## src/mgha_pkg.sv

```systemverilog
`timescale 1ns / 1ps
package mgha_pkg;

   typedef logic [127:0] blk_type;

   typedef enum logic [1:0] {
      FUNC_START  = 2'd0,
      FUNC_ABSORB = 2'd1,
      FUNC_FINISH = 2'd2,
      FUNC_NONE   = 2'd3
   } func_type;

   typedef enum logic [1:0] {
      OP_NONE,
      OP_CORR_A,
      OP_CORR_B,
      OP_BLOCK
   } op_type;

   typedef enum logic [1:0] {
      ST_IDLE,
      ST_CORR_A,
      ST_CORR_B,
      ST_BLOCK
   } state_type;

   typedef enum logic [2:0] {
      REG_H0_HI = 3'd0,
      REG_H0_LO = 3'd1,
      REG_H1_HI = 3'd2,
      REG_H1_LO = 3'd3,
      REG_S0_HI = 3'd4,
      REG_S0_LO = 3'd5,
      REG_S1_HI = 3'd6,
      REG_S1_LO = 3'd7
   } reg_type;

   localparam int unsigned NUM_REGS = 8;
   localparam logic [7:0] REDUCE_BYTE = 8'he1;

   typedef struct packed {
      op_type load;
      op_type commit;
      logic   capture_tag;
   } cmd_type;

   typedef struct packed {
      logic done;
   } status_type;

   // Multiply by x in the reflected GCM bit order.
   function automatic blk_type gf_shift(input blk_type v);
      blk_type r;
      r = v >> 1;
      if (v[0]) begin
         r[127:120] = r[127:120] ^ REDUCE_BYTE;
      end
      return r;
   endfunction

   // Keep the leading bytes of a block, zero the rest.
   function automatic blk_type pad_mask(input logic [4:0] n);
      blk_type m;
      for (int j = 0; j < 16; j++) begin
         m[127 - 8*j -: 8] = (5'(j) < n) ? 8'hff : 8'h00;
      end
      return m;
   endfunction

endpackage

```

## src/mgha_dp.sv

```systemverilog
`timescale 1ns / 1ps
module mgha_dp #(
   parameter int WINDOW_BITS = 4
) (
   input  logic                clock,
   input  logic                reset,
   input  mgha_pkg::cmd_type   cmd,
   output mgha_pkg::status_type status,
   input  logic                csr_write,
   input  logic [2:0]          csr_index,
   input  logic [63:0]         csr_data,
   input  logic [63:0]         req_data_hi,
   input  logic [63:0]         req_data_lo,
   input  logic [4:0]          req_byte_count,
   output logic [63:0]         rsp_tag_hi,
   output logic [63:0]         rsp_tag_lo
);

   localparam int unsigned STEPS = (128 + WINDOW_BITS - 1) / WINDOW_BITS;
   localparam int unsigned CNT_W = $clog2(STEPS + 1);
   localparam logic [CNT_W-1:0] CNT_END = CNT_W'(STEPS);

   logic [63:0] cfg_ff [mgha_pkg::NUM_REGS];
   mgha_pkg::blk_type h0, h1, s0, s1, x, t;
   mgha_pkg::blk_type sz_ff, so_ff, cz_ff, co_ff, cof_ff;
   mgha_pkg::blk_type za_ff, va_ff, aa_ff, zb_ff, vb_ff, ab_ff;
   mgha_pkg::blk_type za_in, va_in, aa_in, zb_in, vb_in, ab_in;
   mgha_pkg::blk_type tag_ff;
   logic first_ff;
   logic [CNT_W-1:0] cnt_ff;

   assign h0 = {cfg_ff[mgha_pkg::REG_H0_HI], cfg_ff[mgha_pkg::REG_H0_LO]};
   assign h1 = {cfg_ff[mgha_pkg::REG_H1_HI], cfg_ff[mgha_pkg::REG_H1_LO]};
   assign s0 = {cfg_ff[mgha_pkg::REG_S0_HI], cfg_ff[mgha_pkg::REG_S0_LO]};
   assign s1 = {cfg_ff[mgha_pkg::REG_S1_HI], cfg_ff[mgha_pkg::REG_S1_LO]};
   assign x  = {req_data_hi, req_data_lo} & mgha_pkg::pad_mask(req_byte_count);
   assign t  = x ^ sz_ff ^ so_ff;

   assign status.done = (cnt_ff == CNT_END);
   assign rsp_tag_hi  = tag_ff[127:64];
   assign rsp_tag_lo  = tag_ff[63:0];

   // One window of both multipliers per cycle while the step count is not yet done.
   always_comb begin
      za_in = za_ff; va_in = va_ff; aa_in = aa_ff;
      zb_in = zb_ff; vb_in = vb_ff; ab_in = ab_ff;
      for (int k = 0; k < WINDOW_BITS; k++) begin
         za_in = za_in ^ (va_in & {128{aa_in[127]}});
         va_in = mgha_pkg::gf_shift(va_in);
         aa_in = aa_in << 1;
         zb_in = zb_in ^ (vb_in & {128{ab_in[127]}});
         vb_in = mgha_pkg::gf_shift(vb_in);
         ab_in = ab_in << 1;
      end
   end

   always_ff @(posedge clock) begin
      if (reset) begin
         for (int i = 0; i < mgha_pkg::NUM_REGS; i++) begin
            cfg_ff[i] <= '0;
         end
         sz_ff    <= '0;
         so_ff    <= '0;
         cz_ff    <= '0;
         co_ff    <= '0;
         cof_ff   <= '0;
         first_ff <= 1'b1;
         cnt_ff   <= CNT_END;
      end else begin
         if (csr_write) begin
            cfg_ff[csr_index] <= csr_data;
         end
         if (cmd.load != mgha_pkg::OP_NONE) begin
            cnt_ff <= '0;
         end else if (!status.done) begin
            cnt_ff <= cnt_ff + 1'b1;
         end
         case (cmd.commit)
            mgha_pkg::OP_CORR_A: begin
               cz_ff <= za_ff ^ s0;
               co_ff <= zb_ff;
            end
            mgha_pkg::OP_CORR_B: begin
               cof_ff   <= za_ff;
               first_ff <= 1'b1;
            end
            mgha_pkg::OP_BLOCK: begin
               sz_ff    <= za_ff ^ cz_ff;
               so_ff    <= zb_ff ^ (first_ff ? cof_ff : co_ff);
               first_ff <= 1'b0;
            end
            default: ;
         endcase
      end
   end

   // Operand and accumulator registers; no reset needed.
   always_ff @(posedge clock) begin
      case (cmd.load)
         mgha_pkg::OP_CORR_A: begin
            aa_ff <= s0; va_ff <= h0; ab_ff <= s0; vb_ff <= h1;
            za_ff <= '0; zb_ff <= '0;
         end
         mgha_pkg::OP_CORR_B: begin
            aa_ff <= s1; va_ff <= h1; ab_ff <= s1; vb_ff <= h1;
            za_ff <= '0; zb_ff <= '0;
         end
         mgha_pkg::OP_BLOCK: begin
            aa_ff <= first_ff ? (x ^ s0) : t;
            ab_ff <= first_ff ? (x ^ s1) : t;
            va_ff <= h0; vb_ff <= h1;
            za_ff <= '0; zb_ff <= '0;
         end
         default: begin
            if (!status.done) begin
               za_ff <= za_in; va_ff <= va_in; aa_ff <= aa_in;
               zb_ff <= zb_in; vb_ff <= vb_in; ab_ff <= ab_in;
            end
         end
      endcase
      if (cmd.capture_tag) begin
         tag_ff <= sz_ff ^ so_ff ^ s1;
      end
   end

endmodule

```

## config.mk

```make
export PLATFORM = sky130hd
export DESIGN_NAME = mgha_dp
export DESIGN_NICKNAME = d
export VERILOG_FILES = /design/src/mgha_pkg.sv /design/src/mgha_dp.sv
export SDC_FILE = /design/constraint.sdc
export NUM_CORES = 2
export LEC_CHECK = 0
export BUFFER_PORTS_ARGS = -buffer_cell sky130_fd_sc_hd__buf_4
export CORE_UTILIZATION = 65
export DETAILED_ROUTE_END_ITERATION = 8
export GPL_TIMING_DRIVEN = 0
export PLACE_DENSITY = 0.91
export RECOVER_POWER = 25
export SKIP_CTS_REPAIR_TIMING = 1
export SYNTH_ARGS = -nofsm -noshare
export SYNTH_HDL_FRONTEND = slang
export SYNTH_SLANG_ARGS = --single-unit
```

## constraint.sdc

```tcl
create_clock -name clock -period 15.3 [get_ports clock]
set_input_delay 1.53 -clock clock [delete_from_list [all_inputs] [get_ports clock]]
set_output_delay 1.53 -clock clock [all_outputs]
set_load 0.02 [all_outputs]
```

**After elaboration in Yosys (flattened, before gate mapping)**

Memories as Yosys holds them, arrays and structs flattened.
Index checks and enable logic that the tools add are counted.

- Add/subtract/negate cells: 1
- Order comparisons: 16
- Equality and inequality tests: 11
- Muxes and demuxes: 46
- Bitwise logic cells: 34
- Reduce and logical (&&, ||, !) cells: 6

Operators with widths:

| cell | count |
|---|---|
| $xor 128x128->128 | 17 |
| $and 128x128->128 | 9 |
| $mux 128 | 8 |
| $pmux 128 s3 | 2 |
| $pmux 128 s2 | 1 |
| $mux 8 | 24 |
| $mux 64 | 1 |
| $reduce_or 64->1 | 1 |
| $lt 4x5->1 const A | 8 |
| $not 3->4 | 8 |
| $lt 3x5->1 const A | 4 |
| $mux 6 | 2 |
| $lt 1x5->1 const A | 2 |
| $lt 2x5->1 const A | 2 |
| $eq 2x2->1 const B | 4 |
| $add 6x1->6 const B | 1 |
| $eq 6x6->1 const B | 1 |
| $mux 1 | 6 |
| $eq 2x1->1 const B | 2 |
| $ne 4x1->1 const B | 1 |
| $reduce_bool 2->1 | 2 |
| $reduce_or 2->1 | 2 |
| $mux 3 | 1 |
| $ne 3x2->1 const B | 1 |
| other kinds (4) | 4 |

- Register bits after elaboration: 1,543
- Memory bits (writable): 512
- Input bits: 208
- Output and inout port bits: 129
- Word-level logic and storage cells: 130
- Memories kept: 1

Memories:

| memory | words | width | rd ports | clocked after Yosys merged registers in | write ports | line | text |
|---|---|---|---|---|---|---|---|
| cfg_ff | 8 | 64 | 8 | 0 | 8 | mgha_dp.sv:23 | `logic [63:0] cfg_ff [mgha_pkg::NUM_REGS];` |

**Depth between registers and ports, before layout**

- Depth in word-level cells: 10
- Depth in mapped cells: 11
- Gate-level depth less buffers: 8

**Worst setup path after synthesis**

No wires, ideal clock.

- Path kind: in2reg
- From: input cmd[4] in the netlist's numbering
- To: register aa_ff[0] (enable)
- Arrival time: 6,751 ps
- Required time: 13,320 ps
- Path slack: 6,569 ps
- Stages: 6
- Buffers on the path: 4
- Path through: buf_2 -> buf_2 -> nor2_1 -> clkbuf_1 -> buf_2 -> nand2_1

- Longest elaborated chain between the ends: 2

RTL lines:

| item | line | text |
|---|---|---|
| start: declaration | mgha_dp.sv:7 | `input mgha_pkg::cmd_type cmd,` |
| $eq 2x2->1 or $eq 2x1->1 (tied branches) | mgha_dp.sv:99 | `case (cmd.load)` |
| $ne 4x1->1 (no line) (*) | n/a |  |
| end signal: assignment | mgha_dp.sv:109 | `aa_ff <= first_ff ? (x ^ s0) : t;` |
| end signal: assignment | mgha_dp.sv:116 | `za_ff <= za_in; va_ff <= va_in; aa_ff <= aa_in;` |
| end: declaration | mgha_dp.sv:26 | `mgha_pkg::blk_type za_ff, va_ff, aa_ff, zb_ff, vb_ff, ab_ff;` |

Every way passes the cells marked *; elsewhere a longest branch is shown, timed or not.
A chain may end at the register's enable or synchronous reset.

**Worst setup path after layout**

- From: input cmd[0] in the netlist's numbering
- To: register tag_ff[106] (enable)

RTL lines:

| item | line | text |
|---|---|---|
| end signal: assignment | mgha_dp.sv:122 | `tag_ff <= sz_ff ^ so_ff ^ s1;` |
| end: declaration | mgha_dp.sv:28 | `mgha_pkg::blk_type tag_ff;` |

No word-level cell between the ends.

==> results.md <==
- Critical path class: in2reg
- Startpoint Class: input port
- GRT Util Overall: 49.78%
- Placement Setup Slack: 9.808 ns
- Post-synth EDFFs: 1152
- Post-DP HPWL: 305000 microns
- Failing checks: max-capacitance violations, max-slew violations
- Vias in the first global route: 81020
- Die Width: 402.7 microns
- GRT overflow: 0
- WL/cell: 30.35 microns
- Overall Power: 15.17 mW
- Worst Setup End Kind: flip-flop
- Fin crit period: 6.580 ns
- Mapped Area: 104400 sq um
- Hold crit path type: reg2reg
- RSZ-0062 raised after global routing: no
- Vias: 88945
- Clock Skews: between 0.03 and 0.04 ns
- Avg Inst Size Synth: 9.772 sq um
- Depth of the CTS H-tree: 4
- Routing usage on met3: 20.72%
- Area grow syn2layout: 12.26%
- Met1 Track Usage GR: 64.06%
- CTS buffer count: roughly 210
- Final Setup Violations: 0
- First-pass GRT wire length: 569000 microns
- # DRC: 0
- Vias/cell: 6.521
- Power density over the cells: ~130 nW/um^2
- Pin count of the biggest net entering global routing: 93
- Max-cap check violation count: 16
- FP Rows: 146
- Post-DRT Antenna Nets: 0
- Share of cells above drive strength 1: under 10%
- Tcrit/Tclk final: 43.01%
- Final hold vios: 0
- Rel. slew slack: -244.4%
- Clock tree sinks: 2055
- Most Frequent Cell on Critical Path: clkbuf_1
- CTS tree: yes
- Seq/Total Area, Yosys: ~50%
- Mapped Nets: 10891
- Clock Path Buffers: 3
- Post-synth ARST share: 0%
- Largest cells by area after synthesis: edfxtp_1 33%, dfxtp_1 17%, xnor2_1 9.6%
- Initial drt markers: around 15000
- Unique masters post-synth: 59
- Crit path max-delay family: buffers and inverters
- Area leader, netlist: edfxtp_1
- Worst Path Buf+Inv: 2
- DRT Pass-1 Iters: 8
- Routability Congestion: between 1 and 1.5
- Post-Synthesis Cells: 10681
- Worst-Skew Late Latency: about 0.90 ns
- Lkg Pwr: 44.41 nW
- Synth top area share: 33.14%
- Status: finished, violations left
- Highest-count cells in the layout ignoring fill and taps: 2396 x nand2_1, 1152 x edfxtp_1, 1148 x xnor2_1, 1040 x a21oi_1, 903 x dfxtp_1
- Setup TNS Final: 0 ns
- Commonest non-fill, non-tap cell in the layout: nand2_1
- CP arrival: 6.93 ns
- Worst Max-Slew Pin Slew: 5.166 ns
- Most used DFF post-synth: edfxtp_1
- WP data required: roughly 16 ns
- Largest stage delay on the critical path: 3.64 ns
- Register bit count reported by yosys: around 2100
- Slew Limit Fails: roughly 250
- Final hold slack: ~0.46 ns
- Antenna violations before repair: a little under 80
- Core area: about 160000 sq um
- Final worst slack: 8.720 ns
- Die extent in y: 402.7 microns
- Yosys warnings: 0
- Max IR drop VDD: 0.1517 mV
- Met2 Use GR: between 60% and 70%
- Buffers on Ports: 334
- Starting Density: 65.67%
- Fmax achieved: about 150 MHz
- GR peak layer: met2
- Worst Path Max Fanout: around 90
- WL final: approximately 410000 microns
- CTS clock-pin slew for the worst setup and hold paths: 0.06 ns
- Die Area: 162200 sq um
- Critical path cell sequence: clkbuf_1, clkbuf_1
- Root Buffer: clkbuf_16
- IO Pins: between 300 and 400
- Slowest CP cell: clkbuf_1
- Final nets: about 11000
==> per-layer routing <==
layer	wire (microns)	vias to the layer above
li1	-	37536
met1	140700	42052
met2	164400	7833
met3	75540	1484
met4	32800	40
met5	501	-
==> Yosys cell counts, drive strengths merged, types with 271 or more instances <==
cell type	instances
dfxtp	903
xor2	515
clkbuf	445
and2	513
mux2i	480
o21ai	614
a21oi	1040
nand2	2400
edfxtp	1152
buf	271
nor2	286
xnor2	1148
==> cells by family (layout without fill, tap and decap cells) <==
group	after synthesis	in the layout	synth area share (%)
flops	2055	2055	50.47
simple gates	3651	3651	15.44
other cells	0	141	0
mux	554	554	6.179
buf+inv	757	1502	3.297
compound gates	1987	1987	10.38
xor+xnor	1675	1675	14.22
fa+ha+maj	2	2	0.02397
==> area by class of cell <==
type / instances / area [sq um]
antenna: 141 / 352.8
buffer: 716 / 3282
clock buffer: 313 / 6282
clock inverter: 84 / 887.1
fill: 10992 / 41760
inverter: 41 / 153.9
multi-input combinational: 7869 / 48300
sequential: 2055 / 52670
tap: 2072 / 2592
timing repair buffer: 348 / 2643
==> worst register-to-register path, stage by stage, from the launching register on <==
cell and delay (ns):
dfxtp_1 0.34, inv_1 0.10, ha_1 0.14, nor2b_1 0.15, nand3_2 0.22, inv_2 0.10, buf_4 0.30, buf_2 0.35
buf_4 0.26, buf_2 0.43, nand2_4 0.50, buf_16 0.43, buf_16 0.30
==> report_power, final <==
group	leakage, nW	switching, mW	internal [mW]
Combinational	21.9	1.80	1.13
Clock	3.52	2.35	3.03
Sequential	19.0	0.517	6.35
==> metrics by stage <==
stage               utilization (%)  instances  area (sq um)
finish                        73.72      13639        117200
detailed placement            69.14      13101        109900
floorplan                         -      10681        104400
global placement              68.88      13087        109500
global route                  73.55      13528        116900
CTS                           73.65      13498        117000
==> worst paths after layout <==
path	startpoint	cells after the start	to	slack (ns)
worst max-delay path	cmd[0]	2	tag_ff[106]	8.72
worst min-delay path	co_ff[28]	2	co_ff[28]	0.46
worst max register to register	cnt_ff[0]	12	ab_ff[43]	11.27
worst min register to register	co_ff[28]	2	co_ff[28]	0.46
==> registers in the layout (all words and copies together), names as in the netlist <==
register	cells
ab_ff	128
aa_ff	128
tag_ff	128
vb_ff	128
zb_ff	128
cfg_ff	512
co_ff	128
cnt_ff	6
va_ff	128
cof_ff	128
cz_ff	128
so_ff	128
first_ff	1
sz_ff	128
za_ff	128
(Power assumes the default switching activity.)
