## src/mgha_pkg.sv

```systemverilog
`timescale 1ns / 1ps
package mgha_pkg;

   typedef logic [127:0] blk_type;

   typedef enum logic [1:0] {
      FUNC_START  = 2'd0,
      FUNC_ABSORB = 2'd1,
      FUNC_FINISH = 2'd2,
      FUNC_NONE   = 2'd3
   } func_type;

   typedef enum logic [1:0] {
      OP_NONE,
      OP_CORR_A,
      OP_CORR_B,
      OP_BLOCK
   } op_type;

   typedef enum logic [1:0] {
      ST_IDLE,
      ST_CORR_A,
      ST_CORR_B,
      ST_BLOCK
   } state_type;

   typedef enum logic [2:0] {
      REG_H0_HI = 3'd0,
      REG_H0_LO = 3'd1,
      REG_H1_HI = 3'd2,
      REG_H1_LO = 3'd3,
      REG_S0_HI = 3'd4,
      REG_S0_LO = 3'd5,
      REG_S1_HI = 3'd6,
      REG_S1_LO = 3'd7
   } reg_type;

   localparam int unsigned NUM_REGS = 8;
   localparam logic [7:0] REDUCE_BYTE = 8'he1;

   typedef struct packed {
      op_type load;
      op_type commit;
      logic   capture_tag;
   } cmd_type;

   typedef struct packed {
      logic done;
   } status_type;

   // Multiply by x in the reflected GCM bit order.
   function automatic blk_type gf_shift(input blk_type v);
      blk_type r;
      r = v >> 1;
      if (v[0]) begin
         r[127:120] = r[127:120] ^ REDUCE_BYTE;
      end
      return r;
   endfunction

   // Keep the leading bytes of a block, zero the rest.
   function automatic blk_type pad_mask(input logic [4:0] n);
      blk_type m;
      for (int j = 0; j < 16; j++) begin
         m[127 - 8*j -: 8] = (5'(j) < n) ? 8'hff : 8'h00;
      end
      return m;
   endfunction

endpackage

```

## src/mgha_ctrl.sv

```systemverilog
`timescale 1ns / 1ps
module mgha_ctrl (
   input  logic                 clock,
   input  logic                 reset,
   input  logic                 req_valid,
   output logic                 req_stall,
   input  logic [1:0]           req_func,
   input  logic [4:0]           req_byte_count,
   output logic                 rsp_valid,
   input  logic                 rsp_stall,
   input  mgha_pkg::status_type status,
   output mgha_pkg::cmd_type    cmd
);

   mgha_pkg::state_type state_ff, state_in;
   logic rsp_valid_ff, rsp_valid_in;
   logic accept;

   assign req_stall = (state_ff != mgha_pkg::ST_IDLE) || (rsp_valid_ff && rsp_stall);
   assign accept    = req_valid && !req_stall;
   assign rsp_valid = rsp_valid_ff;

   always_comb begin
      state_in = state_ff;
      case (state_ff)
         mgha_pkg::ST_IDLE: begin
            if (accept && req_func == mgha_pkg::FUNC_START) begin
               state_in = mgha_pkg::ST_CORR_A;
            end else if (accept && req_func == mgha_pkg::FUNC_ABSORB
                         && req_byte_count != 5'd0) begin
               state_in = mgha_pkg::ST_BLOCK;
            end
         end
         mgha_pkg::ST_CORR_A: if (status.done) state_in = mgha_pkg::ST_CORR_B;
         mgha_pkg::ST_CORR_B: if (status.done) state_in = mgha_pkg::ST_IDLE;
         mgha_pkg::ST_BLOCK:  if (status.done) state_in = mgha_pkg::ST_IDLE;
         default: state_in = mgha_pkg::ST_IDLE;
      endcase
   end

   always_comb begin
      cmd.load        = mgha_pkg::OP_NONE;
      cmd.commit      = mgha_pkg::OP_NONE;
      cmd.capture_tag = 1'b0;
      rsp_valid_in    = rsp_valid_ff && rsp_stall;
      case (state_ff)
         mgha_pkg::ST_IDLE: begin
            if (accept && req_func == mgha_pkg::FUNC_START) begin
               cmd.load = mgha_pkg::OP_CORR_A;
            end else if (accept && req_func == mgha_pkg::FUNC_ABSORB
                         && req_byte_count != 5'd0) begin
               cmd.load = mgha_pkg::OP_BLOCK;
            end else if (accept && req_func == mgha_pkg::FUNC_FINISH) begin
               cmd.capture_tag = 1'b1;
               rsp_valid_in    = 1'b1;
            end
         end
         mgha_pkg::ST_CORR_A: begin
            if (status.done) begin
               cmd.commit = mgha_pkg::OP_CORR_A;
               cmd.load   = mgha_pkg::OP_CORR_B;
            end
         end
         mgha_pkg::ST_CORR_B: if (status.done) cmd.commit = mgha_pkg::OP_CORR_B;
         mgha_pkg::ST_BLOCK:  if (status.done) cmd.commit = mgha_pkg::OP_BLOCK;
         default: ;
      endcase
   end

   always_ff @(posedge clock) begin
      if (reset) begin
         state_ff     <= mgha_pkg::ST_IDLE;
         rsp_valid_ff <= 1'b0;
      end else begin
         state_ff     <= state_in;
         rsp_valid_ff <= rsp_valid_in;
      end
   end

endmodule

```

## config.mk

```make
export PLATFORM = sky130hd
export DESIGN_NAME = mgha_ctrl
export DESIGN_NICKNAME = d
export VERILOG_FILES = /design/src/mgha_pkg.sv /design/src/mgha_ctrl.sv
export SDC_FILE = /design/constraint.sdc
export NUM_CORES = 1
export LEC_CHECK = 0
export ABC_AREA = 1
export BUFFER_PORTS_ARGS = -buffer_cell sky130_fd_sc_hd__buf_4
export CAP_MARGIN = 30
export CORE_AREA = 2 2 39 41
export CTS_CLUSTER_DIAMETER = 80
export DETAILED_ROUTE_END_ITERATION = 8
export DIE_AREA = 0 0 41 43
export HOLD_SLACK_MARGIN = 0.03
export PLACE_DENSITY = 0.39
export SKIP_LAST_GASP = 1
export SLEW_MARGIN = 20
export SYNTH_ARGS = -nofsm -noshare
export SYNTH_HDL_FRONTEND = slang
export SYNTH_SLANG_ARGS = --single-unit
export TNS_END_PERCENT = 5
```

## constraint.sdc

```tcl
create_clock -name clock -period 3.05 [get_ports clock]
set_input_delay 0.915 -clock clock [delete_from_list [all_inputs] [get_ports clock]]
set_output_delay 0.915 -clock clock [all_outputs]
set_load 0.05 [all_outputs]
```

# Word level (Yosys, flattened, before mapping)
# Cells that the tools add are included.
[totals]
register_bits = 3
elab_cells = 44
in_bits = 12
out_inout_bits = 7
[classes]
muxes = 20
n_eq_ne = 8
n_reduce_logical = 14
[ops]
columns = ["op", "count"]
rows = [
  ["2-bit 2-to-1 mux", 8],
  ["2-bit case mux with 3 select lines", 2],
  ["1-bit 2-to-1 mux", 8],
  ["2-bit equality test, second input constant", 3],
  ["1-bit logical AND", 6],
  ["5-bit nonzero test", 1],
  ["2-bit by 1-bit equality test with 1-bit output, second input constant", 2],
  ["2-bit zero test", 2],
  ["4-bit 2-to-1 mux", 1],
  ["2-bit case mux with 2 select lines", 1],
  ["3-bit != test, second input constant", 1],
  ["3-bit AND reduction", 1],
  ["2-bit by 1-bit != test with 1-bit output, second input constant", 1],
  ["2-bit != test, second input constant", 1],
  ["2-bit nonzero test", 1],
  ["2-bit OR reduction", 1],
  ["1-bit zero test", 1],
  ["1-bit logical OR", 1],
]

# Logic depth before layout (Yosys ltp)
# Gate-level depths: netlist of run 1.
[logic_depth]
depth_word = 9
depth_mapped = 7
mapped_depth_nobuf = 7

# Least setup slack after synthesis of run 1
# OpenSTA, ideal clock, no wires.
[synth_path]
path_type = "input -> output"
startpoint = "input port rsp_stall"
endpoint = "output port cmd[3] in the netlist's numbering"
path_buffers = 0
required_time_ps = 2135
stages = 5
setup_slack_ps = 323
arrival_time_ps = 1812
path_cell_list = "nand2_1 nand2_2 nor2_4 nand3_2 nand2_1"
[synth_lines]
columns = ["element", "line_no", "text"]
rows = [
  ["from (decl)", "mgha_ctrl.sv:10", "input logic rsp_stall,"],
  ["to (decl)", "mgha_ctrl.sv:12", "output mgha_pkg::cmd_type cmd"],
]

==> impl_results.md, run 1 <==
- Final hold violation count: 0
- Gpl congestion: 0.655
- Setup TNS: 0 ns
- Postcts setup bufs: 0
- Final min period: roughly 2.6 ns
- CP startpoint kind: input pin
- Worst path required time: 2.13 ns
- Max_cap viols: 0
- DPL Wire Length: between 400 and 500 um
- Mapped Area: 230 sq um
- Reg2Reg Depth: 7
- Via Count: 278
- Initial antenna violation count: 0
- First-pass GRT wire length: 752 um
- Internal power: about 0.11 mW
- Syn_area_per_cell: 6.06 sq um
- Worst Path Arrival: around 1.6 ns
- Crit path largest cell delay: between 0.15 and 0.2 ns
- Worst Path Class, Setup: input pin to output port
- Crit-path slowest cell: buf_4
- Layout Nets: 73
- Clock latency on the worst-skew pair: about 0.24 ns
- Chip Width: between 40 and 50 um
- CP endpoint kind: output port
- Site Rows: 14
- Reg power frac: 0.249
- Initial core utilization: 0.166
- Clock power frac: 0.397
- Die area: between 1500 and 2000 sq um
- Netlist cell types: 13
- Max-slew violation count: 0
- NetSw: ~0.062 mW
- Fillers: between 150 and 200
- Status: complete, no violations
- Core area: between 1000 and 1500 sq um
- Skew final: around 0.0054 ns
- Final setup violation count: 0
- Die Height: about 43 um
- Flop and latch count out of synthesis: 3
- Post-place instance area: 385 sq um
- Area grow syn2layout: 78.8%
- Number of global-route vias before repair: 225
- Critical path fanouts, max: 4
- Pwr/cell area: ~430 nW/um^2
- Relative slew margins: 0.908
- Total CTS buffers: 3
- Synthesis Warnings: 0
- Post-route cell area: between 400 and 500 sq um
- RSZ-0062 raised after global routing: false
- Fin crit share: 0.839
- Gates resized, CTS repair: 0
- CTS tree: built
- CP Buf/Inv Count: 2
- DRC violation count after routing: 0
- Switching share of power: 0.349
- DR vias/cell: around 3.7
- RR Startpoint: state_ff[1]
- Clock Path Buffers: 2
- H-tree levels: 1
- Wire per inst: slightly below 7 um
- CTS clk-pin slew, worst paths: about 0.04 ns
- Least-Margin Pin Slew: ~0.14 ns
- Comb pwr share: 0.354
- Layout cells sized above 1: 0.467
- Max Clock Freq: a little under 400 MHz
- Ant diodes: 0
- CTS Hold Buffers Added: 0
- CP delay by family, top: simple AND/OR/NAND/NOR gates
- Pleak: around 0.26 nW
- Drt total wl: 514 um
- Antenna viol nets, final: 0
- CTS root buffer: clkbuf_4
- I/O Buffers: 18
- Flop-to-flop setup slack: 2.10 ns
- Worst VDD drop: 136 uV
- R2R Path End: state_ff[1]
- Largest net degree at the start of global routing: 5
- Hold_sp: rsp_valid
- Drt pass-1 iters: 2
- First DRT Iteration DRCs: 1
- Hold path cells: 2
- Grt ovf: 0
- Mapped Cells: 38
- GRT Overall Usage: 0.0693
- Post-Syn Nets: 50
- Io pins: 19
- Worst Hold Class: flip-flop to flip-flop
- Clk sinks: 3
- Hold worst-path end: rsp_valid
- Crit path cell chain: buf_4 -> nand2_1 -> nand2_2 -> nor2_4 -> nand3_2 -> nand2_1 -> buf_4
- Seq/Total Area, Yosys: 0.261
==> per-stage QoR <==
step,power (mW),cells,hold slack [ns],setup WS [ns],utilization
6_report,0.177,76,0.509,0.491,0.297
5_1_grt,0.188,76,0.539,0.411,0.297
4_1_cts,0.182,76,0.519,0.467,0.297
3_5_place_dp,0.108,72,0.506,0.466,0.278
3_3_place_gp,0.108,72,0.505,0.470,0.278
2_1_floorplan,0.0839,38,0.562,0.323,-
==> worst reg2reg max path, stage by stage, from the launching register on <==
cell	delay (ns)
dfxtp_1	0.32
nor2_2	0.12
nand2_2	0.09
nor2_4	0.10
nand3_2	0.09
nand3_1	0.09
nand2_1	0.05
inv_1	0.04
==> area by class of cell <==
type	count	area [sq um]	area share
Clock buffer	4	26.3	0.0638
Inverter	10	37.5	0.0912
Multi-Input combinational cell	25	133	0.322
Sequential cell	3	60.1	0.146
Tap cell	16	20.0	0.0486
Timing Repair Buffer	18	135	0.328
==> placed cells by master, fill, tap and decap left out, drive strengths merged <==
cell type,count
buf,18
nand3,4
nand3b,1
inv,10
nand2,12
nor2,6
dfxtp,3
clkbuf,4
a21oi,1
nor3,1
==> cell usage after synthesis (all sizes together) <==
| library cell | number | area share |
|---|---|---|
| dfxtp | 3 | 0.26 |
| nor2 | 6 | 0.14 |
| inv | 10 | 0.16 |
| nand3b | 1 | 0.033 |
| nand3 | 4 | 0.13 |
| nor3 | 1 | 0.043 |
| a21oi | 1 | 0.022 |
| nand2 | 12 | 0.21 |
==> layer usage <==
metal  track usage  share of wire
met1        0.0740           0.37
met2        0.0875           0.51
met3        0.0157          0.095
met4         0.100          0.029
met5             0              0
==> power by group through the flow <==
stage	combinational [mW]	sequential (mW)	clock, mW
6_report	0.0625	0.0439	0.0701
4_1_cts	0.0637	0.0440	0.0741
3_3_place_gp	0.0636	0.0446	0
2_1_floorplan	0.0379	0.0461	0
3_5_place_dp	0.0636	0.0446	0
5_1_grt	0.0674	0.0443	0.0764
==> cells by family (layout without fill, tap and decap cells) <==
kind of cell / count (synthesis) / in the layout / synth area share
compound gates: 1 / 1 / 0.0217
buf+inv: 10 / 32 / 0.163
flops: 3 / 3 / 0.261
simple gates: 24 / 24 / 0.554
==> worst max-delay path by stage <==
stage,startpoint,end,cells after the start
after floorplan,rsp_stall,cmd[3],5
after global placement,rsp_stall,cmd[4],7
after detailed placement,rsp_stall,cmd[4],7
after CTS,rsp_stall,cmd[4],7
after global routing,rsp_stall,cmd[0],7
final,rsp_stall,cmd[4],7
==> flip-flops by register name, indices dropped and copies added, names as in the netlist <==
register,count
state_ff,2
rsp_valid,1
Note: power is estimated with default switching activity, not from simulation.
==> run 2: changes to the inputs <==
Settings changed: ABC_AREA 1 to 0, PLACE_DENSITY 0.39 to 0.38.
Clock period 3.05 ns to 2.2 ns, I/O delays scaled along.
==> run 2 against run 1 <==
The flow now finishes with violations (negative setup slack). Core utilization increased by 2.3 points. Non-clock buffer count increased by 6. First-iteration DRC count increased to 3.0 times the previous value. Design area increased by 7.6%. Flip-flop and latch count unchanged. Sequential power increased by 40%. Combinational power increased by 52%. Worst setup slack got worse by 0.73 ns. Register-to-register slack got worse by 1.3 ns. Total power increased by 43%. Routed wire length increased by 28%. Clock skew increased by 0.0012 ns. Largest power group unchanged.
==> impl_results.md, run 2 <==
- Status: finished, violations left
- Failing checks: negative setup slack
- CP Buf/Inv Count: 2 (unchanged)
- Clock power frac: 0.380 (-0.017)
- Total CTS buffers: 3 (unchanged)
- Synthesis Warnings: 0 (unchanged)
- Critical path fanouts, max: 2 (-2)
- Largest net degree at the start of global routing: 5 (unchanged)
- Clk sinks: 3 (unchanged)
- Fillers: 152 (-11%)
- Antenna viol nets, final: 0 (unchanged)
- Most used DFF post-synth: dfxtp_1
- Crit path cell chain: buf_6 -> or4_4 -> o211ai_1 -> o21ai_2 -> buf_6
- Clock Path Buffers: 2 (unchanged)
- Post-synth EDFFs: 0 (unchanged)
- Max FFs per register: 2 (unchanged)
- Die Height: 43 um (unchanged)
- Most common cell after layout, fill and taps aside: buf_4
- Drt total wl: 658 um (+28%)
- Ranking of synthesized cells by area: dfxtp_1 30%, and2_1 6.3%, nor2b_1 6.3%
- RSZ-0062 raised after global routing: true
- CTS clk-pin slew, worst paths: 0.04 ns (about the same)
- CTS root buffer: clkbuf_4
- Most common cell in the netlist: dfxtp_1
- Core area: 1380 sq um (unchanged)
- Fin crit share: 1.11
- Die area: 1760 sq um (unchanged)
- Top cell type's share of synthesized area: 0.304 (+0.0429)
- Area grow syn2layout: 124%
- Mapped Cells: 22 (-42%)
- Wire per inst: 9.97 um (+47%)
- I/O Buffers: 18 (unchanged)
- NetSw: 0.0807 mW (+31%)
- Reg power frac: 0.243 (-0.006)
- Io pins: 19 (unchanged)
- First-pass GRT wire length: 1.05 mm (+39%)
- Layout Nets: 63 (-14%)
- First DRT Iteration DRCs: 3 (+2)
- Seq/Total Area, Yosys: 0.304 (+0.0429)
- Hold WS: 0.578 ns (+0.0691 ns)
- Skew final: 0.00657 ns (+0.00118 ns)
- Initial antenna violation count: 0 (unchanged)
- Initial core utilization: 0.143 (-0.0235)
- Netlist cell types: 17 (+4)
- Site Rows: 14 (unchanged)
- Post-Syn Nets: 34 (-32%)
- DR vias/cell: 4.11 (+12%)
- Internal power: 0.171 mW (+49%)
- Largest reg by FF count: state_ff
- Via Count: 271 (-2.5%)
- Crit-path slowest cell: or4_4
- Max Clock Freq: roughly 410 MHz
- Chip Width: 41 um (unchanged)
- CP endpoint kind: output port
- H-tree levels: 1 (unchanged)
- Pleak: 0.242 nW (-6.7%)
- Syn_area_per_cell: 8.99 sq um (+48%)
- Worst Hold Class: flip-flop to flip-flop
- Worst Path Arrival: 1.77 ns (+0.13 ns)
- Final hold violation count: 0 (unchanged)
- Max-slew violation count: 0 (unchanged)
- Worst VDD drop: 350 uV (+160%)
- CP startpoint kind: input pin
- Flop and latch count out of synthesis: 3 (unchanged)
- Crit-path most repeated cell: buf_6
- Max_cap viols: 0 (unchanged)
- Final setup violation count: 3 (+3)
- Number of global-route vias before repair: 261 (+16%)
- Switching share of power: 0.321 (-0.0284)
- Mapped Area: 198 sq um (-14%)
- Comb pwr share: 0.376 (+0.022)
- Crit path largest cell delay: 0.52 ns (+0.33 ns)
- CTS tree: built
- DPL Wire Length: 544 um (+21%)
- Final min period: approximately 2.4 ns
- Clock latency on the worst-skew pair: 0.23 ns (about the same)
- FFs w/ async S/R, synth: 0 (unchanged)
- Drt pass-1 iters: 3 (+1)
- Commonest cells after routing, fill and taps aside: 20 x buf_4, 4 x buf_6, 3 x clkbuf_4, 3 x dfxtp_1
- Layout cells sized above 1: 0.620 (+0.153)
- Worst Path Class, Setup: input pin to output port
- GRT Overall Usage: 0.0883 (+0.0190)
- Pwr/cell area: 568 nW/um^2 (+33%)
- CP delay by family, top: simple AND/OR/NAND/NOR gates
- Worst path required time: 1.54 ns (-0.59 ns)
- DRC violation count after routing: 0 (unchanged)
- Grt ovf: 0 (unchanged)
- CTS Hold Buffers Added: 0 (unchanged)
- Relative slew margins: 0.836 (-0.0720)
- Ant diodes: 0 (unchanged)
- Area leader, netlist: dfxtp_1
- Worst setup margin: -0.234 ns (-0.725 ns)
- Overall power: 0.252 mW (+43%)
- Most instantiated cells after synthesis: 3 x dfxtp_1, 2 x and2_1, 2 x inv_1, 2 x nor2b_1
- Gpl congestion: 0.608 (-7.2%)
- Least-Margin Pin Slew: 0.246 ns (+0.107 ns)
-- run 2: timing repair --
item | 4_1_cts | 5_1_grt
setup buffers | 1 | 1
endpoints found under the setup margin | 3 | 3
resized for setup | 3 | 1
pin swaps | 2 | 2
-- run 2: per-stage QoR --
stage | cells | setup WS, ns | util | cell area, sq um | setup TNS (ns)
final | 66 | -0.234 | 0.320 | 443 | -0.419
after global routing | 66 | -0.261 | 0.320 | 443 | -0.530
after CTS | 65 | -0.259 | 0.312 | 432 | -0.453
after detailed placement | 60 | -0.291 | 0.279 | 387 | -0.494
after global placement | 60 | -0.273 | 0.279 | 387 | -0.517
after floorplan | 22 | -0.0848 | - | 201 | -0.151
-- run 2: layer usage --
layer	share of wire	GRT usage	vias up
met5	0	0	-
met3	0.053	0.0628	0
met4	0	0	0
met1	0.38	0.0929	128
li1	-	-	137
met2	0.57	0.147	6
-- run 2: power groups by stage --
stage | Combinational, mW | Sequential, mW | Clock (mW)
final | 0.0947 | 0.0613 | 0.0957
after global routing | 0.101 | 0.0618 | 0.107
after CTS | 0.0938 | 0.0613 | 0.0992
after detailed placement | 0.0900 | 0.0621 | 0
after global placement | 0.0896 | 0.0620 | 0
after floorplan | 0.0460 | 0.0639 | 0
-- run 2: final timing paths --
path,end,depth (start not counted),start,slack [ns]
max,cmd[4],5,req_byte_count[0],-0.23
min,state_ff[1],2,state_ff[1],0.58
max reg2reg,state_ff[1],7,state_ff[1],0.81
min reg2reg,state_ff[1],2,state_ff[1],0.58
-- run 2: cells by family after synthesis --
| family | Yosys count | share of synthesized area |
|---|---|---|
| AO/OA/AOI/OAI | 8 | 0.316 |
| AND/OR/NAND/NOR | 9 | 0.342 |
| buffers and inverters | 2 | 0.0380 |
| flip-flops | 3 | 0.304 |
-- run 2: cell type report --
type                            count  area, sq um  share of cell area
Clock buffer                        4         26.3              0.0593
Inverter                            2         7.51              0.0169
Multi-Input combinational cell     17          134               0.302
Sequential cell                     3         60.1               0.136
Tap cell                           16         20.0              0.0452
Timing Repair Buffer               24          195               0.441
-- run 2: tightest hold or removal path: stages (launching register included) --
cell,delay (ns)
dfxtp_1,0.33
o21bai_1,0.14
a21oi_1,0.06
==> run 3: changes to the inputs <==
Settings changed: BUFFER_PORTS_ARGS -buffer_cell sky130_fd_sc_hd__buf_4 to default, CTS_CLUSTER_DIAMETER 80 to default, DONT_BUFFER_PORTS from default to 1, PLACE_DENSITY 0.38 to 0.3.
==> run 3 against run 2 <==
The run still ends with negative setup slack left. Sequential power grew 0.7%. Non-clock buffer count shrank 19. Worst setup slack better by 0.14 ns. Die area is the same. Combinational power decreased by 32%. Routed wire length shrank 16%. Flip-flop and latch count unchanged. Clock skew down 0.0031 ns. Global-route usage is 1.0 points lower. Worst hold slack worse by 0.090 ns. Critical endpoint unchanged. Highest routed layer is now met4.
==> impl_results.md, run 3 (synthesized netlist as in run 2, its figures left out) <==
- Failing checks: negative setup slack
- Drt pass-1 iters: 2 (-1)
- Total CTS buffers: 3 (unchanged)
- CTS root buffer: clkbuf_4
- Switching share of power: 0.344 (+0.0238)
- Site Rows: 14 (unchanged)
- Max Clock Freq: 437 MHz (+6.3%)
- CP startpoint kind: input pin
- Area occupied by multi-input gates: 141 sq um (+5.6%)
- Max FFs per register: 2 (unchanged)
- DRC violation count after routing: 0 (unchanged)
- Relative slew margins: 0.653 (-0.182)
- Crit path launch: req_byte_count[4]
- Core area: 1380 sq um (unchanged)
- Layout cells sized above 1: 0.387 (-0.233)
- Flop-to-flop setup slack: 0.66 ns (-0.15 ns)
- Gpl congestion: 0.672 (+11%)
- Largest reg by FF count: state_ff
- Via Count: 205 (-24%)
- Initial antenna violation count: 0 (unchanged)
- NetSw: 0.0777 mW (-3.7%)
- Wire per inst: 11.8 um (+18%)
- Worst path required time: 1.54 ns (about the same)
- Max_cap viols: 0 (unchanged)
- Most common cell after layout, fill and taps aside: buf_4
- Clock latency on the worst-skew pair: 0.24 ns (about the same)
- GRT Overall Usage: 0.0782 (-0.0100)
- RSZ-0062 raised after global routing: true
- Clk sinks: 3 (unchanged)
- Grt ovf: 0 (unchanged)
- Drt total wl: 555 um (-16%)
- Comb pwr share: 0.286 (-0.090)
- CTS Hold Buffers Added: 0 (unchanged)
- Status: finished, violations left
- Reg2Reg Depth: 5 (-2)
- Area grow syn2layout: 54.4%
- Final min period: 2.29 ns (-0.144 ns)
- Worst Path Arrival: 1.63 ns (-0.14 ns)
- Chip Width: 41 um (unchanged)
- Post-route cell area: 305 sq um (-31%)
- Die area: 1760 sq um (unchanged)
- Number of global-route vias before repair: 202 (-23%)
- Worst Path Class, Setup: input pin to output port
- Antenna viol nets, final: 0 (unchanged)
- Worst VDD drop: 277 uV (-21%)
- DR vias/cell: 4.36 (+6.2%)
- Fillers: 155 (+2.0%)
- Commonest cells after routing, fill and taps aside: 4 x buf_4, 3 x clkbuf_4, 3 x dfxtp_1
- Hold_sp: reset
- Pwr/cell area: 739 nW/um^2 (+30%)
- Post-place instance area: 264 sq um (-32%)
- Layout Nets: 44 (-30%)
- Final hold violation count: 0 (unchanged)
- Clock Path Buffers: 2 (unchanged)
- Max-slew violation count: 0 (unchanged)
- Least-Margin Pin Slew: 0.520 ns (+0.274 ns)
- Skew final: 0.00342 ns (-0.00315 ns)
- Die Height: 43 um (unchanged)
- Clock power frac: 0.440 (+0.060)
- Worst setup margin: -0.0893 ns (+0.144 ns)
- Final setup violation count: 2 (-1)
- Reg power frac: 0.274 (+0.031)
- R2R Path End: state_ff[0]
- Ant diodes: 0 (unchanged)
- Flip-flop and latch area: 60.1 sq um (unchanged)
- CTS clk-pin slew, worst paths: 0.04 ns (about the same)
- First DRT Iteration DRCs: 1 (-2)
- Io pins: 19 (unchanged)
- Internal power: 0.148 mW (-14%)
- CP endpoint kind: output port
- Fin crit share: 1.04 (-0.0656)
- Non-Filler Instances: 47 (-29%)
- Worst Hold Class: input pin to flip-flop
- Worst Setup EP: cmd[4]
- Initial core utilization: 0.143 (unchanged)
- DPL Wire Length: 443 um (-19%)
- Largest net degree at the start of global routing: 5 (unchanged)
- I/O Buffers: 0 (-18)
- First-pass GRT wire length: 848 um (-19%)
- Pleak: 0.148 nW (-39%)
- RR Startpoint: state_ff[1]
- Cells after DPL: 42 (-30%)
- Critical path fanouts, max: 2 (unchanged)
- CTS tree: built
- Setup Slack @ Placement: -0.211 ns (+0.0805 ns)
- H-tree levels: 1 (unchanged)
[run 3: cell types whose count changed in the layout (fill, tap and decap cells not counted)]
cell | previous run | this run
buf_12 | 0 | 1
buf_4 | 20 | 4
buf_6 | 4 | 0
o21ai_2 | 1 | 0
o21ai_4 | 0 | 1
[run 3: layout make-up]
class | count | area share
multi-input cells | 17 | 0.463
flip-flops and latches | 3 | 0.197
repair buffers | 5 | 0.164
clock buffers | 4 | 0.0861
well taps | 16 | 0.0656
inverters | 2 | 0.0246
[run 3: power by group through the flow]
stage	Combinational [mW]	Sequential (mW)	Clock (mW)
after global placement	0.0621	0.0619	0
after floorplan	0.0460	0.0639	0
after global routing	0.0680	0.0622	0.111
after detailed placement	0.0626	0.0620	0
after CTS	0.0654	0.0618	0.104
final	0.0646	0.0617	0.0992
[run 3: layer usage]
layer | GRT usage | vias up | part of all wire
met2 | 0.106 | 15 | 0.45
li1 | - | 98 | -
met3 | 0.0681 | 2 | 0.16
met5 | 0 | - | 0
met1 | 0.0705 | 90 | 0.38
met4 | 0.0600 | 0 | 0.014
[run 3: worst min path at each step]
stage | to | cells after the start
after floorplan | state_ff[1] | 2
after global placement | state_ff[1] | 2
after detailed placement | state_ff[1] | 2
after CTS | state_ff[1] | 1
after global routing | state_ff[1] | 1
final | state_ff[1] | 1
[run 3: worst max-delay path, cell delays in order]
cell	delay [ns]
or4_4	0.52
o211ai_1	0.17
buf_4	0.16
o21ai_4	0.12
[run 3: metrics by stage]
step / hold WS (ns) / TNS, ns / utilization / power (mW)
detailed placement: 0.588 / -0.289 / 0.191 / 0.125
floorplan: 0.546 / -0.151 / - / 0.110
CTS: 0.480 / -0.185 / 0.221 / 0.231
finish: 0.488 / -0.167 / 0.221 / 0.226
global route: 0.468 / -0.215 / 0.221 / 0.241
global placement: 0.578 / -0.253 / 0.191 / 0.124
[run 3: what timing repair did]
action	CTS	global route
resized for setup	1	0
endpoints found under the hold margin	0	0
pin swaps	2	1
endpoints found under the setup margin	2	2
setup buffers	1	0
